File: src/design/deq_pkg.sv
// shared types and constants for the double-ended queue
`timescale 1ns / 1ps

package deq_pkg;

    localparam int DEQ_DEPTH   = 16;
    localparam int WORD_W      = 32;
    localparam int OPCODE_W    = 3;
    localparam int COUNT_OUT_W = 5;

    typedef enum logic [OPCODE_W-1:0] {
        OP_PUSH_BACK  = 3'd0,
        OP_PUSH_FRONT = 3'd1,
        OP_POP_BACK   = 3'd2,
        OP_POP_FRONT  = 3'd3,
        OP_CLEAR      = 3'd4,
        OP_PEEK       = 3'd5
    } op_t;

    typedef enum logic [2:0] {
        ST_IDLE,
        ST_EXEC,
        ST_READ,
        ST_LOAD,
        ST_OUT
    } deq_state_t;

    // commands from the controller to the datapath
    typedef struct packed {
        logic load_item;
        logic exec;
        logic rd_en;
        logic load_out;
    } deq_cmd_t;

endpackage

File: src/design/deq_ram.sv
// generic ram with one write port and two registered read ports
`timescale 1ns / 1ps

module deq_ram #(
    parameter int WIDTH = 32,
    parameter int DEPTH = 16
) (
    input  logic                     aclk,
    input  logic                     we,
    input  logic [$clog2(DEPTH)-1:0] waddr,
    input  logic [WIDTH-1:0]         wdata,
    input  logic                     re,
    input  logic [$clog2(DEPTH)-1:0] raddr_a,
    input  logic [$clog2(DEPTH)-1:0] raddr_b,
    output logic [WIDTH-1:0]         rdata_a,
    output logic [WIDTH-1:0]         rdata_b
);

    logic [WIDTH-1:0] mem [DEPTH];

    always_ff @(posedge aclk) begin
        if (we) begin
            mem[waddr] <= wdata;
        end
        if (re) begin
            rdata_a <= mem[raddr_a];
            rdata_b <= mem[raddr_b];
        end
    end

endmodule

File: src/design/deq_ctrl.sv
// sequencing state machine for the double-ended queue
`timescale 1ns / 1ps

module deq_ctrl (
    input  logic              aclk,
    input  logic              aresetn,
    input  logic              s_valid,
    output logic              s_ready,
    output logic              m_valid,
    input  logic              m_ready,
    output deq_pkg::deq_cmd_t cmd
);

    deq_pkg::deq_state_t state_reg, state_next;

    always_ff @(posedge aclk) begin
        if (!aresetn) begin
            state_reg <= deq_pkg::ST_IDLE;
        end else begin
            state_reg <= state_next;
        end
    end

    always_comb begin
        state_next = state_reg;
        case (state_reg)
            deq_pkg::ST_IDLE: begin
                if (s_valid) state_next = deq_pkg::ST_EXEC;
            end
            deq_pkg::ST_EXEC: state_next = deq_pkg::ST_READ;
            deq_pkg::ST_READ: state_next = deq_pkg::ST_LOAD;
            deq_pkg::ST_LOAD: state_next = deq_pkg::ST_OUT;
            deq_pkg::ST_OUT: begin
                if (m_ready) state_next = deq_pkg::ST_IDLE;
            end
            default: state_next = deq_pkg::ST_IDLE;
        endcase
    end

    always_comb begin
        s_ready       = 1'b0;
        m_valid       = 1'b0;
        cmd           = '0;
        case (state_reg)
            deq_pkg::ST_IDLE: begin
                s_ready       = 1'b1;
                cmd.load_item = s_valid;
            end
            deq_pkg::ST_EXEC: cmd.exec     = 1'b1;
            deq_pkg::ST_READ: cmd.rd_en    = 1'b1;
            deq_pkg::ST_LOAD: cmd.load_out = 1'b1;
            deq_pkg::ST_OUT:  m_valid      = 1'b1;
            default: ;
        endcase
    end

    // one item in flight: never ready for input while a result is shown
    a_no_overlap: assert property (@(posedge aclk) disable iff (!aresetn)
        !(s_ready && m_valid))
        else $error("input ready while result pending");

    // an accepted word is executed in the following cycle
    a_exec_follows: assert property (@(posedge aclk) disable iff (!aresetn)
        (s_valid && s_ready) |=> cmd.exec)
        else $error("accepted word not executed");

    // the result shows up right after the output registers are loaded
    a_out_after_load: assert property (@(posedge aclk) disable iff (!aresetn)
        cmd.load_out |=> m_valid)
        else $error("result not presented after load");

endmodule

File: src/design/deq_datapath.sv
// pointers, count, slot memory and result registers of the queue
`timescale 1ns / 1ps

module deq_datapath #(
    parameter int DEPTH = deq_pkg::DEQ_DEPTH
) (
    input  logic                                   aclk,
    input  logic                                   aresetn,
    input  deq_pkg::deq_cmd_t                      cmd,
    input  logic [deq_pkg::OPCODE_W-1:0]           s_opcode,
    input  logic signed [deq_pkg::WORD_W-1:0]      s_push_value,
    output logic signed [deq_pkg::WORD_W-1:0]      m_front_value,
    output logic signed [deq_pkg::WORD_W-1:0]      m_back_value,
    output logic [deq_pkg::COUNT_OUT_W-1:0]        m_element_count,
    output logic                                   m_is_empty,
    output logic                                   m_underflow,
    output logic                                   m_overflow
);

    localparam int IDX_W = $clog2(DEPTH);
    localparam int CNT_W = $clog2(DEPTH + 1);
    localparam logic [IDX_W-1:0] LAST_IDX = IDX_W'(DEPTH - 1);
    localparam logic [CNT_W-1:0] FULL_CNT = CNT_W'(DEPTH);

    function automatic logic [IDX_W-1:0] wrap_inc(input logic [IDX_W-1:0] i);
        return (i == LAST_IDX) ? '0 : i + IDX_W'(1);
    endfunction

    function automatic logic [IDX_W-1:0] wrap_dec(input logic [IDX_W-1:0] i);
        return (i == '0) ? LAST_IDX : i - IDX_W'(1);
    endfunction

    deq_pkg::op_t                  op_reg;
    logic [deq_pkg::WORD_W-1:0]    val_reg;
    logic [IDX_W-1:0]              head_reg, head_next;
    logic [IDX_W-1:0]              tail_reg, tail_next;
    logic [CNT_W-1:0]              count_reg, count_next;
    logic                          under_reg, under_next;
    logic                          over_reg, over_next;
    logic [deq_pkg::WORD_W-1:0]    front_reg, back_reg;
    logic                          wr_en;
    logic [IDX_W-1:0]              wr_addr;
    logic                          is_full, is_zero;
    logic [deq_pkg::WORD_W-1:0]    rd_front, rd_back;

    assign is_full = (count_reg == FULL_CNT);
    assign is_zero = (count_reg == '0);

    always_comb begin
        head_next  = head_reg;
        tail_next  = tail_reg;
        count_next = count_reg;
        under_next = 1'b0;
        over_next  = 1'b0;
        wr_en      = 1'b0;
        wr_addr    = tail_reg;
        case (op_reg)
            deq_pkg::OP_PUSH_BACK: begin
                if (is_full) begin
                    over_next = 1'b1;
                end else begin
                    wr_en      = 1'b1;
                    wr_addr    = tail_reg;
                    tail_next  = wrap_inc(tail_reg);
                    count_next = count_reg + CNT_W'(1);
                end
            end
            deq_pkg::OP_PUSH_FRONT: begin
                if (is_full) begin
                    over_next = 1'b1;
                end else begin
                    wr_en      = 1'b1;
                    wr_addr    = wrap_dec(head_reg);
                    head_next  = wrap_dec(head_reg);
                    count_next = count_reg + CNT_W'(1);
                end
            end
            deq_pkg::OP_POP_BACK: begin
                if (is_zero) begin
                    under_next = 1'b1;
                end else begin
                    tail_next  = wrap_dec(tail_reg);
                    count_next = count_reg - CNT_W'(1);
                end
            end
            deq_pkg::OP_POP_FRONT: begin
                if (is_zero) begin
                    under_next = 1'b1;
                end else begin
                    head_next  = wrap_inc(head_reg);
                    count_next = count_reg - CNT_W'(1);
                end
            end
            deq_pkg::OP_CLEAR: begin
                head_next  = '0;
                tail_next  = '0;
                count_next = '0;
            end
            default: ;  // peek and unused codes leave the state alone
        endcase
    end

    always_ff @(posedge aclk) begin
        if (!aresetn) begin
            head_reg  <= '0;
            tail_reg  <= '0;
            count_reg <= '0;
        end else if (cmd.exec) begin
            head_reg  <= head_next;
            tail_reg  <= tail_next;
            count_reg <= count_next;
        end
    end

    always_ff @(posedge aclk) begin
        if (cmd.load_item) begin
            op_reg  <= deq_pkg::op_t'(s_opcode);
            val_reg <= s_push_value;
        end
        if (cmd.exec) begin
            under_reg <= under_next;
            over_reg  <= over_next;
        end
        if (cmd.load_out) begin
            front_reg <= is_zero ? '0 : rd_front;
            back_reg  <= is_zero ? '0 : rd_back;
        end
    end

    deq_ram #(
        .WIDTH (deq_pkg::WORD_W),
        .DEPTH (DEPTH)
    ) u_slots (
        .aclk    (aclk),
        .we      (cmd.exec && wr_en),
        .waddr   (wr_addr),
        .wdata   (val_reg),
        .re      (cmd.rd_en),
        .raddr_a (head_reg),
        .raddr_b (wrap_dec(tail_reg)),
        .rdata_a (rd_front),
        .rdata_b (rd_back)
    );

    assign m_front_value   = front_reg;
    assign m_back_value    = back_reg;
    assign m_element_count = deq_pkg::COUNT_OUT_W'(count_reg);
    assign m_is_empty      = is_zero;
    assign m_underflow     = under_reg;
    assign m_overflow      = over_reg;

    a_count_bound: assert property (@(posedge aclk) disable iff (!aresetn)
        count_reg <= FULL_CNT)
        else $error("count above depth");

    a_count_ring: assert property (@(posedge aclk) disable iff (!aresetn)
        (count_reg == '0 || count_reg == FULL_CNT) |-> (head_reg == tail_reg))
        else $error("pointers disagree with count");

    a_flag_keeps_state: assert property (@(posedge aclk) disable iff (!aresetn)
        (cmd.exec && (under_next || over_next))
            |=> (count_reg == $past(count_reg) && head_reg == $past(head_reg)))
        else $error("state changed on rejected operation");

    a_one_flag: assert property (@(posedge aclk) disable iff (!aresetn)
        cmd.exec |-> !(under_next && over_next))
        else $error("underflow and overflow together");

endmodule

File: src/design/double_ended_queue.sv
// top level of the bounded double-ended queue
`timescale 1ns / 1ps

//  channel | handshake         | payload
//  --------+-------------------+------------------------------------------------
//  input   | s_valid / s_ready | s_opcode, s_push_value
//  result  | m_valid / m_ready | m_front_value, m_back_value, m_element_count,
//          |                   | m_is_empty, m_underflow, m_overflow
//
//  one word at a time: accept, then execute, read, load, and the result is
//  valid in the output state; no new word is accepted before it is taken
//  these steps come from the pass through the single slot memory, whose read
//  is registered and follows the write of the same operation
//  m_ready low holds the result and keeps s_ready low until it is taken
//  aresetn (synchronous) empties the queue; slot contents are not cleared

module double_ended_queue #(
    parameter int DEPTH = deq_pkg::DEQ_DEPTH
) (
    input  logic                                   aclk,
    input  logic                                   aresetn,
    input  logic                                   s_valid,
    output logic                                   s_ready,
    input  logic [deq_pkg::OPCODE_W-1:0]           s_opcode,
    input  logic signed [deq_pkg::WORD_W-1:0]      s_push_value,
    output logic                                   m_valid,
    input  logic                                   m_ready,
    output logic signed [deq_pkg::WORD_W-1:0]      m_front_value,
    output logic signed [deq_pkg::WORD_W-1:0]      m_back_value,
    output logic [deq_pkg::COUNT_OUT_W-1:0]        m_element_count,
    output logic                                   m_is_empty,
    output logic                                   m_underflow,
    output logic                                   m_overflow
);

    // command bundle from the sequencer into the datapath
    deq_pkg::deq_cmd_t cmd;

    // controller: walks each word through execute, read and load
    deq_ctrl u_ctrl (
        .aclk    (aclk),
        .aresetn (aresetn),
        .s_valid (s_valid),
        .s_ready (s_ready),
        .m_valid (m_valid),
        .m_ready (m_ready),
        .cmd     (cmd)
    );

    // datapath: head/tail/count, slot ram and the result registers
    deq_datapath #(
        .DEPTH (DEPTH)
    ) u_datapath (
        .aclk            (aclk),
        .aresetn         (aresetn),
        .cmd             (cmd),
        .s_opcode        (s_opcode),
        .s_push_value    (s_push_value),
        .m_front_value   (m_front_value),
        .m_back_value    (m_back_value),
        .m_element_count (m_element_count),
        .m_is_empty      (m_is_empty),
        .m_underflow     (m_underflow),
        .m_overflow      (m_overflow)
    );

endmodule

File: config.mk
export PLATFORM = sky130hd
export DESIGN_NAME = double_ended_queue
export DESIGN_NICKNAME = d
export VERILOG_FILES = /design/src/design/deq_pkg.sv /design/src/design/deq_ram.sv /design/src/design/deq_ctrl.sv /design/src/design/deq_datapath.sv /design/src/design/double_ended_queue.sv
export SDC_FILE = /design/constraint.sdc
export NUM_CORES = 1
export LEC_CHECK = 0
export BUFFER_PORTS_ARGS = -buffer_cell sky130_fd_sc_hd__clkbuf_2
export CORE_MARGIN = 5
export CORE_UTILIZATION = 40
export DETAILED_ROUTE_END_ITERATION = 8
export PLACE_DENSITY_LB_ADDON = 0.15
export SLEW_MARGIN = 20
export SYNTH_ARGS = -nofsm -noshare
export SYNTH_HDL_FRONTEND = slang
export SYNTH_SLANG_ARGS = --single-unit
export TNS_END_PERCENT = 10
File: constraint.sdc
create_clock -name aclk -period 7.6 [get_ports aclk]
set_input_delay 0.76 -clock aclk [delete_from_list [all_inputs] [get_ports aclk]]
set_output_delay 0.76 -clock aclk [all_outputs]
set_load 0.005 [all_outputs]
Yosys cells after proc, flatten, opt, wreduce, memory -nomap -nowiden
Memories as Yosys holds them, arrays and structs flattened. A register that Yosys moved wholly into a read port is not among the register bits.
Index checks and enable logic that the tools add are counted.
{"block": "totals", "reg_bits": 117, "latchBits": 0, "ramBits": 512, "romBits": 0, "inputBits": 39, "output_inout_bits": 74, "elab_cells": 81, "n_memories": 1}
{"block": "op_classes", "n_addsub": 6, "multipliers": 0, "div": 0, "order_cmp": 0, "n_eq_ne": 19, "shifts": 0, "muxes": 30, "n_bitwise": 0, "n_reduce_logical": 15}
{"memory": "u_datapath.u_slots.mem", "depth": 16, "width": 32, "rd": 2, "rd_clocked_by_memory_dff": 2, "wr": 1, "line": "deq_ram.sv:19", "source": "logic [WIDTH-1:0] mem [DEPTH];"}
{"cell": "4-bit two-way mux", "n": 10}
{"cell": "4-bit case mux with 3 select lines", "n": 2}
{"cell": "2-bit != test, second input constant", "n": 8}
{"cell": "3-bit case mux with 5 select lines", "n": 1}
{"cell": "5-bit case mux with 3 select lines", "n": 1}
{"cell": "3-bit by 2-bit equality test with 1-bit output, second input constant", "n": 4}
{"cell": "1-bit two-way mux", "n": 12}
{"cell": "4-bit AND reduction", "n": 3}
{"cell": "5-bit two-way mux", "n": 2}
{"cell": "3-bit nonzero test", "n": 3}
{"cell": "4-bit by 1-bit adder with 4-bit output, second input constant", "n": 2}
{"cell": "4-bit equality test, second input constant", "n": 2}
{"cell": "4-bit zero test", "n": 2}
{"cell": "4-bit by 1-bit subtractor with 4-bit output, second input constant", "n": 2}
{"cell": "3-bit by 1-bit equality test with 1-bit output, second input constant", "n": 2}
{"cell": "3-bit equality test, second input constant", "n": 2}
{"cell": "3-bit zero test", "n": 2}
{"cell": "3-bit two-way mux", "n": 2}
{"cell": "5-bit by 1-bit adder with 5-bit output, second input constant", "n": 1}
{"cell": "5-bit equality test, second input constant", "n": 1}
{"cell": "5-bit zero test", "n": 1}
{"cell": "5-bit by 1-bit subtractor with 5-bit output, second input constant", "n": 1}
{"cell": "2-bit OR reduction", "n": 2}
{"cell": "2-bit AND reduction", "n": 1}
{"cell": "1-bit logical AND", "n": 1}

Depth between registers and ports, before layout
Gate-level depths: netlist of the first run.
{"block": "logic_depth", "word_depth": 6, "ltp_mapped": 14, "depth_no_buf": 8}

Hierarchy
Synthesis of the first run repeated with hierarchy kept, for this count alone.
{"block": "unflattened", "hier_cells": 1495, "hier_area_um2": 29782.3}
{"module": "deq_ram", "n_inst": 1, "cells_each": 1141, "area_per_inst_um2": 24843.8, "seq_area_each_um2": 17296.6}
{"module": "deq_datapath", "n_inst": 1, "cells_each": 336, "area_per_inst_um2": 4748.3, "seq_area_each_um2": 3293.2}
{"module": "deq_ctrl", "n_inst": 1, "cells_each": 18, "area_per_inst_um2": 190.2, "seq_area_each_um2": 60.1}

Worst setup path before layout of the first run
OpenSTA, ideal clock, no wires.
{"block": "synth_path", "path_kind": "reg2reg", "startpoint": "reg u_ctrl.state_reg[0]", "endpoint": "reg u_datapath.u_slots.rdata_a[0] (read register of u_datapath.u_slots.mem) (enable)", "setup_ns": 0.578, "t_arrival_ns": 5.128, "required_time_ns": 7.022, "setup_slack_ns": 1.894, "stages_incl_launch_ff": 3, "n_path_buf": 1, "period_less_slack_ns": 5.706, "path_cell_list": "dfxtp_1 clkbuf_2 nor3b_1"}
{"block": "synth_between", "elab_chain_cells": 2}
{"item": "start: declaration", "line": "deq_ctrl.sv:14", "source": "deq_pkg::deq_state_t state_reg, state_next;"}
{"item": "start signal: assignment", "line": "deq_ctrl.sv:18", "source": "state_reg <= deq_pkg::ST_IDLE;"}
{"item": "start signal: assignment", "line": "deq_ctrl.sv:20", "source": "state_reg <= state_next;"}
{"item": "3-bit by 2-bit equality test with 1-bit output", "line": "deq_ctrl.sv:44", "source": "case (state_reg)"}
{"item": "1-bit two-way mux", "line": "deq_ctrl.sv:44"}
{"item": "end: declaration", "line": "deq_ram.sv:15", "source": "output logic [WIDTH-1:0] rdata_a,"}
Every way passes these cells.
A chain may end at the register's enable or synchronous reset.

Worst setup path in the final report of the first run
{"block": "layout_path", "startpoint": "reg u_datapath.tail_reg[0]", "endpoint": "reg u_datapath.u_slots.rdata_b[29] (read register of u_datapath.u_slots.mem) (data pin)"}
{"block": "layout_between", "elab_chain_cells": 2, "word_cells_on_any_way": 3, "cone_classes": "add/sub (1); mux (1); reduce/logical (1)"}
{"item": "start: declaration", "line": "deq_datapath.sv:36", "source": "logic [IDX_W-1:0] tail_reg, tail_next;"}
{"item": "start signal: assignment", "line": "deq_datapath.sv:110", "source": "tail_reg <= tail_next;"}
{"item": "4-bit by 1-bit subtractor with 4-bit output / 4-bit zero test (equally long branches)", "line": "deq_datapath.sv:30", "source": "return (i == '0) ? LAST_IDX : i - IDX_W'(1);"}
{"item": "4-bit two-way mux *", "line": "deq_datapath.sv:30"}
{"item": "end: declaration", "line": "deq_ram.sv:16", "source": "output logic [WIDTH-1:0] rdata_b"}
Mark *: on every way between the ends. The rest lies on a longest branch, timed or not.

==> results of run 1 <==
[worst paths after layout]
check | endpoint | slack (ns)
setup / recovery | u_datapath.u_slots.rdata_b[29] | 3.47
hold / removal | u_datapath.val_reg[25] | 0.31
setup reg to reg | u_datapath.u_slots.rdata_b[29] | 3.47
hold reg to reg | u_datapath.m_front_value[9] | 0.53
[critical path, delay by kind of cell, from the launching register on]
kind / cells / cell delay, ns
buffers and inverters: 3 / 1.20
AND/OR/NAND/NOR: 3 / 0.93
multiplexers: 1 / 0.59
adder cells (fa/ha/maj): 1 / 0.41
AO/OA/AOI/OAI: 1 / 0.37
flip-flops: 1 / 0.31
[logic make-up after synthesis]
kind of cell | count (synthesis) | share of synthesized area, %
flip-flops | 693 | 68.50
multiplexers | 278 | 19.81
AND/OR/NAND/NOR | 260 | 4.491
AO/OA/AOI/OAI | 184 | 4.557
buffers and inverters | 125 | 1.996
XOR/XNOR | 10 | 0.2905
adder cells (fa/ha/maj) | 8 | 0.3569
[metal layers]
layer  global-route usage, %  part of all wire, %  vias up
li1                        -                    -     6821
met2                   31.30                   47      695
met4                   5.813                  2.4        0
met5                       0                    0        -
met1                   29.15                   44     8761
met3                   3.037                  6.8      120
[synth_stat cells, drive strengths merged, types with 3 or more instances]
library cell and instances:
a211oi 3, a21oi 35, a221o 4, a221oi 8, a222oi 21, a22o 3
a22oi 9, a311oi 4, a31oi 8, and2 6, buf 46, clkbuf 63
dfxtp 16, edfxtp 677, ha 7, inv 15, mux2 10, mux2i 14
mux4 254, nand2 73, nand2b 6, nand3 17, nand4 4, nor2 46
nor2b 65, nor3 13, nor3b 4, o211a 6, o211ai 15, o21ai 22
o221ai 6, o22ai 4, o31ai 15, or2 6, or3 5, or3b 4
or4 4, xnor2 6, xor2 4
[area by class of cell]
| type | count | area [um^2] |
|---|---|---|
| inverters | 16 | 62.56 |
| fillers | 6296 | 39880 |
| clock buffers | 92 | 2068 |
| well taps | 969 | 1212 |
| repair buffers | 153 | 872.1 |
| multi-input cells | 740 | 9076 |
| flip-flops and latches | 693 | 20660 |
| clock inverters | 52 | 734.5 |
[power by group]
| group | internal, mW | switching [mW] | total [mW] |
|---|---|---|---|
| combinational | 0.231 | 0.352 | 0.583 |
| clock | 2.56 | 1.54 | 4.10 |
| sequential | 4.32 | 0.109 | 4.43 |
[through the flow]
stage / cell area (um^2) / utilization, % / hold WS, ns / cells
floorplan: 30150 / - / 0.4915 / 1558
global placement: 31880 / 42.75 / 0.5195 / 2571
detailed placement: 31880 / 42.75 / 0.5214 / 2571
CTS: 34680 / 46.51 / 0.2719 / 2715
global route: 34690 / 46.52 / 0.2877 / 2715
finish: 34690 / 46.52 / 0.3124 / 2715
==> reports/qor.csv, run 1 <==
metric;value;unit
Area Overhead vs Synth;15.06;%
post-CTS sizing;0;
sequential area share after synthesis;68.50;%
Final Power;9.115;mW
htree depth;3;
Die Height;284.5;um
commonest cells after routing, fill and taps aside;edfxtp_1, mux4_2, clkbuf_2, clkbuf_16, nand2_1;
setup TNS;0;ns
post-DR vias/cell;6.039;
number of global-route vias before repair;16923;
cells after synthesis;1558;
asr flop ratio synth;0;%
DIE WIDTH;284.5;um
setup violators final;0;
Core Region;0.07457;mm^2
critical path arrival;4.49;ns
Final Max Tran Viols;0;
CP Cell Sequence;clkinv_1, ha_1, or3b_1, buf_4, nand2_8, buf_4, mux4_2, a222oi_1, nand2_1;
I/O pin count;113;
Peak Freq;242.0;MHz
endpoints failing hold;0;
CP endpoint kind;register;
largest net degree at the start of global routing;66;
clk sinks;693;
1st-pass router iterations;5;
initial DRC count;1817;
slew margin rel.;20.07;%
crit path launch type;register;
TritonCTS Buffers;78;
Worst-Skew Late Latency;0.62;ns
Worst Hold Launch;s_push_value[25];
Hold Path Stages;1;
Yosys reg bits;693;
TritonCTS clock tree;built;
Max FO, Critical Path;45;
CP max stage cell;buf_4;
DRC viols;0;
syn_nets;1605;
DR WL/cell;29.94;um
VDD IR max;126.4;uV
Top FF cell, synth;edfxtp_1;
grt ovf;0;
top-area cell type share of the netlist area;67.43;%
final WL;81300;um
HPWL after DPL;42840;um
status;finished clean;
Post-CTS Hold Fix Bufs;0;
Post-CTS Setup Inserts;0;
Root Buffer;clkbuf_16;
via count;16397;
Ant. Diodes;0;
Max Cap Viol;0;
initial antenna violation count;1;
share of cells above drive strength 1;33.51;%
RePlAce Congestion;0.7858;
final setup margin;3.468;ns
CP Data Required Time;7.96;ns
leading post-synthesis cells by cell area;edfxtp_1, mux4_2, nor2b_1;
Worst Setup SP;u_datapath.tail_reg[0];
worst hold path class;input pin to register;
Worst-path clk slew;0.06;ns
R2R depth;9;
Post-synth EDFFs;677;
largest register by flop count;u_datapath.u_slots.mem;
post-layout min period;4.132;ns
Lkg Pwr;10.93;nW
Cell variety after synth;77;
Starting Density;40.43;%
antenna-violating nets left;0;
Longest Clk Path Bufs;3;
largest area contributor in the netlist;edfxtp_1;
syn_area_per_cell;19.35;um^2
worst r2r src;u_datapath.tail_reg[0];
PortBufs;112;
post-place setup slack;3.464;ns
RSZ-0062 raised after global routing;no;
crit-path most repeated cell;buf_4;
Largest register FFs;512;
crit path kind;register to register;
most common cell after layout, fill and taps aside;edfxtp_1;
Worst Max-Slew Pin Slew;1.199;ns
Cell Pwr Density;262.8;mW/mm^2
first-pass GRT wire length;118800;um
Die ar.;0.08096;mm^2
post-synthesis instance area;0.03015;mm^2
clock skew;0.01917;ns
# rows;100;
Nets;1729;
GRT Util Overall;19.92;%
number of synthesis warnings;0;
final period utilization;54.37;%
CP peak stage delay;0.69;ns
Power figures use the tool's default switching activity.
==> run 2: changes to the inputs <==
ABC_AREA = 1   (was default)
clock period = 4.3 ns   (was 7.6 ns; I/O delays follow)
==> run 2 against run 1 <==
Effect of this change:
- core utilization decreased by 0.84 points
- largest cell class unchanged
- power up 92%
- wire length rose by 34%
- sequential share of layout area down 4.4 points
- flip-flop and latch count stayed put
- via count is 61% higher
- synthesized area is 9.7% higher
- clock power up 59%
- die area increased by 9.3%
- largest power group unchanged
- first-iteration DRC count grew 78%
- hold slack lost 0.20 ns
- setup slack lost 2.3 ns
==> reports/qor.csv, run 2 <==
metric;value;unit;change
R2R depth;9;;unchanged
Largest register FFs;512;;unchanged
Non-Filler Instances;4571;;+68%
PortBufs;112;;unchanged
worst r2r src;u_datapath.head_reg[1];;
Max Cap Viol;0;;unchanged
Final Power;17.52;mW;+92%
most common cell after layout, fill and taps aside;nand3_1;;
initial antenna violation count;1;;unchanged
antenna-violating nets left;0;;unchanged
critical path arrival;3.40;ns;-1.09 ns
Nets;3488;;+100%
DIE WIDTH;297.5;um;+4.6%
VDD IR max;307.0;uV;+140%
Lkg Pwr;14.85;nW;+36%
top-area cell type share of the netlist area;61.48;%;-6.0 points
grt ovf;0;;unchanged
Worst Max-Slew Pin Slew;1.103;ns;-0.09548 ns
largest net degree at the start of global routing;204;;+210%
Root Buffer;clkbuf_16;;
post-DR vias/cell;5.760;;-4.6%
share of cells above drive strength 1;9.483;%;-24 points
Max FO, Critical Path;44;;-2.2%
Yosys reg bits;693;;unchanged
leading post-synthesis cells by cell area;edfxtp_1, nand3_1, nand2_1;;
DR WL/cell;23.76;um;-21%
final period utilization;72.34;%;+18 points
1st-pass router iterations;6;;+1
final WL;108600;um;+34%
Area Overhead vs Synth;13.24;%;
syn_nets;3448;;+110%
Cell Pwr Density;467.8;mW/mm^2;+78%
via count;26330;;+61%
largest area contributor in the netlist;edfxtp_1;;
CP endpoint kind;register;;
number of global-route vias before repair;25712;;+52%
Final Max Tran Viols;0;;unchanged
htree depth;3;;unchanged
RePlAce Congestion;0.8360;;+6.4%
crit path launch type;register;;
syn_area_per_cell;9.723;um^2;-50%
asr flop ratio synth;0;%;unchanged
setup TNS;0;ns;unchanged
post-synthesis instance area;0.03307;mm^2;+9.7%
crit path kind;register to register;;
Post-synth EDFFs;677;;unchanged
Core Region;0.08198;mm^2;+9.9%
setup violators final;0;;unchanged
number of synthesis warnings;0;;unchanged
clock skew;0.02866;ns;+0.009488 ns
FF-to-FF End;u_datapath.u_slots.mem[15][18];;
Peak Freq;321.5;MHz;+33%
Worst Hold Launch;m_ready;;
status;finished clean;;
CP Data Required Time;4.59;ns;-3.37 ns
largest register by flop count;u_datapath.u_slots.mem;;
TritonCTS Buffers;79;;+1.3%
first-pass GRT wire length;161600;um;+36%
clk sinks;693;;unchanged
sequential area share after synthesis;62.45;%;-6.0 points
count leader, synth;nand3_1;;
Cell variety after synth;34;;-56%
slew margin rel.;26.43;%;+6.4 points
Final Core Density;45.68;%;-0.84 points
Worst Setup SP;u_datapath.head_reg[1];;
I/O pin count;113;;unchanged
Worst-Skew Late Latency;0.63;ns;about the same
Die ar.;0.08852;mm^2;+9.3%
Ant. Diodes;0;;unchanged
area of the multi-input gates;0.009965;mm^2;+9.8%
TritonCTS clock tree;built;;
endpoints failing hold;0;;unchanged
Fill cells;7630;;+21%
initial DRC count;3230;;+78%
Starting Density;40.34;%;-0.091 points
GRT Util Overall;23.76;%;+3.8 points
worst hold path class;input pin to register;;
commonest cells after routing, fill and taps aside;nand3_1, edfxtp_1, nand2_1, inv_1, o21ai_0;;
RSZ-0062 raised after global routing;no;;
post-layout min period;3.111;ns;-1.022 ns
CP Capture Point;u_datapath.u_slots.mem[15][18];;
DRC viols;0;;unchanged
Storage cell area;0.02066;mm^2;about the same
Die Height;297.5;um;+4.6%
Worst-path clk slew;0.06;ns;about the same
# rows;105;;+5.0%
cells after synthesis;3401;;+120%
r2r setup slk;1.19;ns;-2.28 ns
Commonest cells post-synth;nand3_1, edfxtp_1, nand2_1, inv_1, o21ai_0;;
HPWL after DPL;58280;um;+36%
placed insts;4395;;+71%
Longest Clk Path Bufs;3;;unchanged
Top FF cell, synth;edfxtp_1;;
==> run 2: cell count changes in the layout (fill, tap and decap cells not counted), moves of 21 or more <==
cell | previous run | this run
nand3_1 | 17 | 768
nand2_1 | 72 | 629
inv_1 | 14 | 367
mux4_2 | 254 | 0
o21ai_0 | 21 | 258
a21oi_1 | 34 | 178
nor2_1 | 29 | 130
nor2b_1 | 65 | 0
dlygate4sd3_1 | 0 | 35
o221ai_1 | 6 | 29
a222oi_1 | 21 | 0
==> run 2: what timing repair did <==
item	in CTS	in global routing
endpoints found under the hold margin	35	0
setup buffers	0	0
hold buffers	35	0
gates resized for setup	0	0
==> run 2: how the worst min path moves through the flow <==
stage,to,slack (ns),cells past startpoint
global placement,u_datapath.m_front_value[26],0.48,2
finish,u_ctrl.state_reg[2],0.12,4
floorplan,u_datapath.m_back_value[0],0.48,2
CTS,u_ctrl.state_reg[2],0.08,4
global route,u_ctrl.state_reg[2],0.13,4
detailed placement,u_datapath.m_back_value[24],0.49,2
==> run 2: cell type report <==
type	count	area share [%]
tap	1070	3.575
inverter	377	3.812
clock inverter	46	1.026
timing repair buffer	208	4.157
multi-input combinational	2082	26.61
clock buffer	95	5.637
sequential	693	55.18
==> run 2: worst max-delay path, cell delays in order (launching register included) <==
cell	delay, ns
dfxtp_4	0.36
inv_4	0.42
ha_1	0.32
a31oi_1	0.12
nand3_1	0.11
nand2_1	0.10
inv_1	0.08
nand3_1	0.30
nor2_4	0.61
buf_12	0.32
==> run 2: where the power goes <==
group	total (mW)	switching [mW]	internal, mW
clock network	6.53	2.72	3.80
registers	8.00	0.238	7.76
logic	2.99	2.25	0.737
==> run 2: logic make-up (layout without fill, tap and decap cells) <==
logic type,count (synthesis),in the layout,share of synthesized area [%]
simple gates,1567,1567,20.95
flops,693,693,62.45
buf+inv,626,726,8.006
compound gates,501,501,8.116
fa+ha+maj,8,8,0.3254
xor+xnor,6,6,0.1589
==> run 2: stage by stage <==
step                      area [um^2]  hold slack, ns  setup slack [ns]
after floorplan                 33070          0.4814            0.6211
after global placement          34600          0.4847             1.209
after detailed placement        34600          0.4918             1.234
after CTS                       37450         0.07994             1.209
after global routing            37450          0.1294             1.032
final                           37450          0.1164             1.189
==> run 2: routing by layer <==
layer	GRT usage, %	part of all wire [%]
met1	32.92	42
met2	37.63	45
met3	3.751	9.1
met4	9.602	3.6
met5	0	0.0083
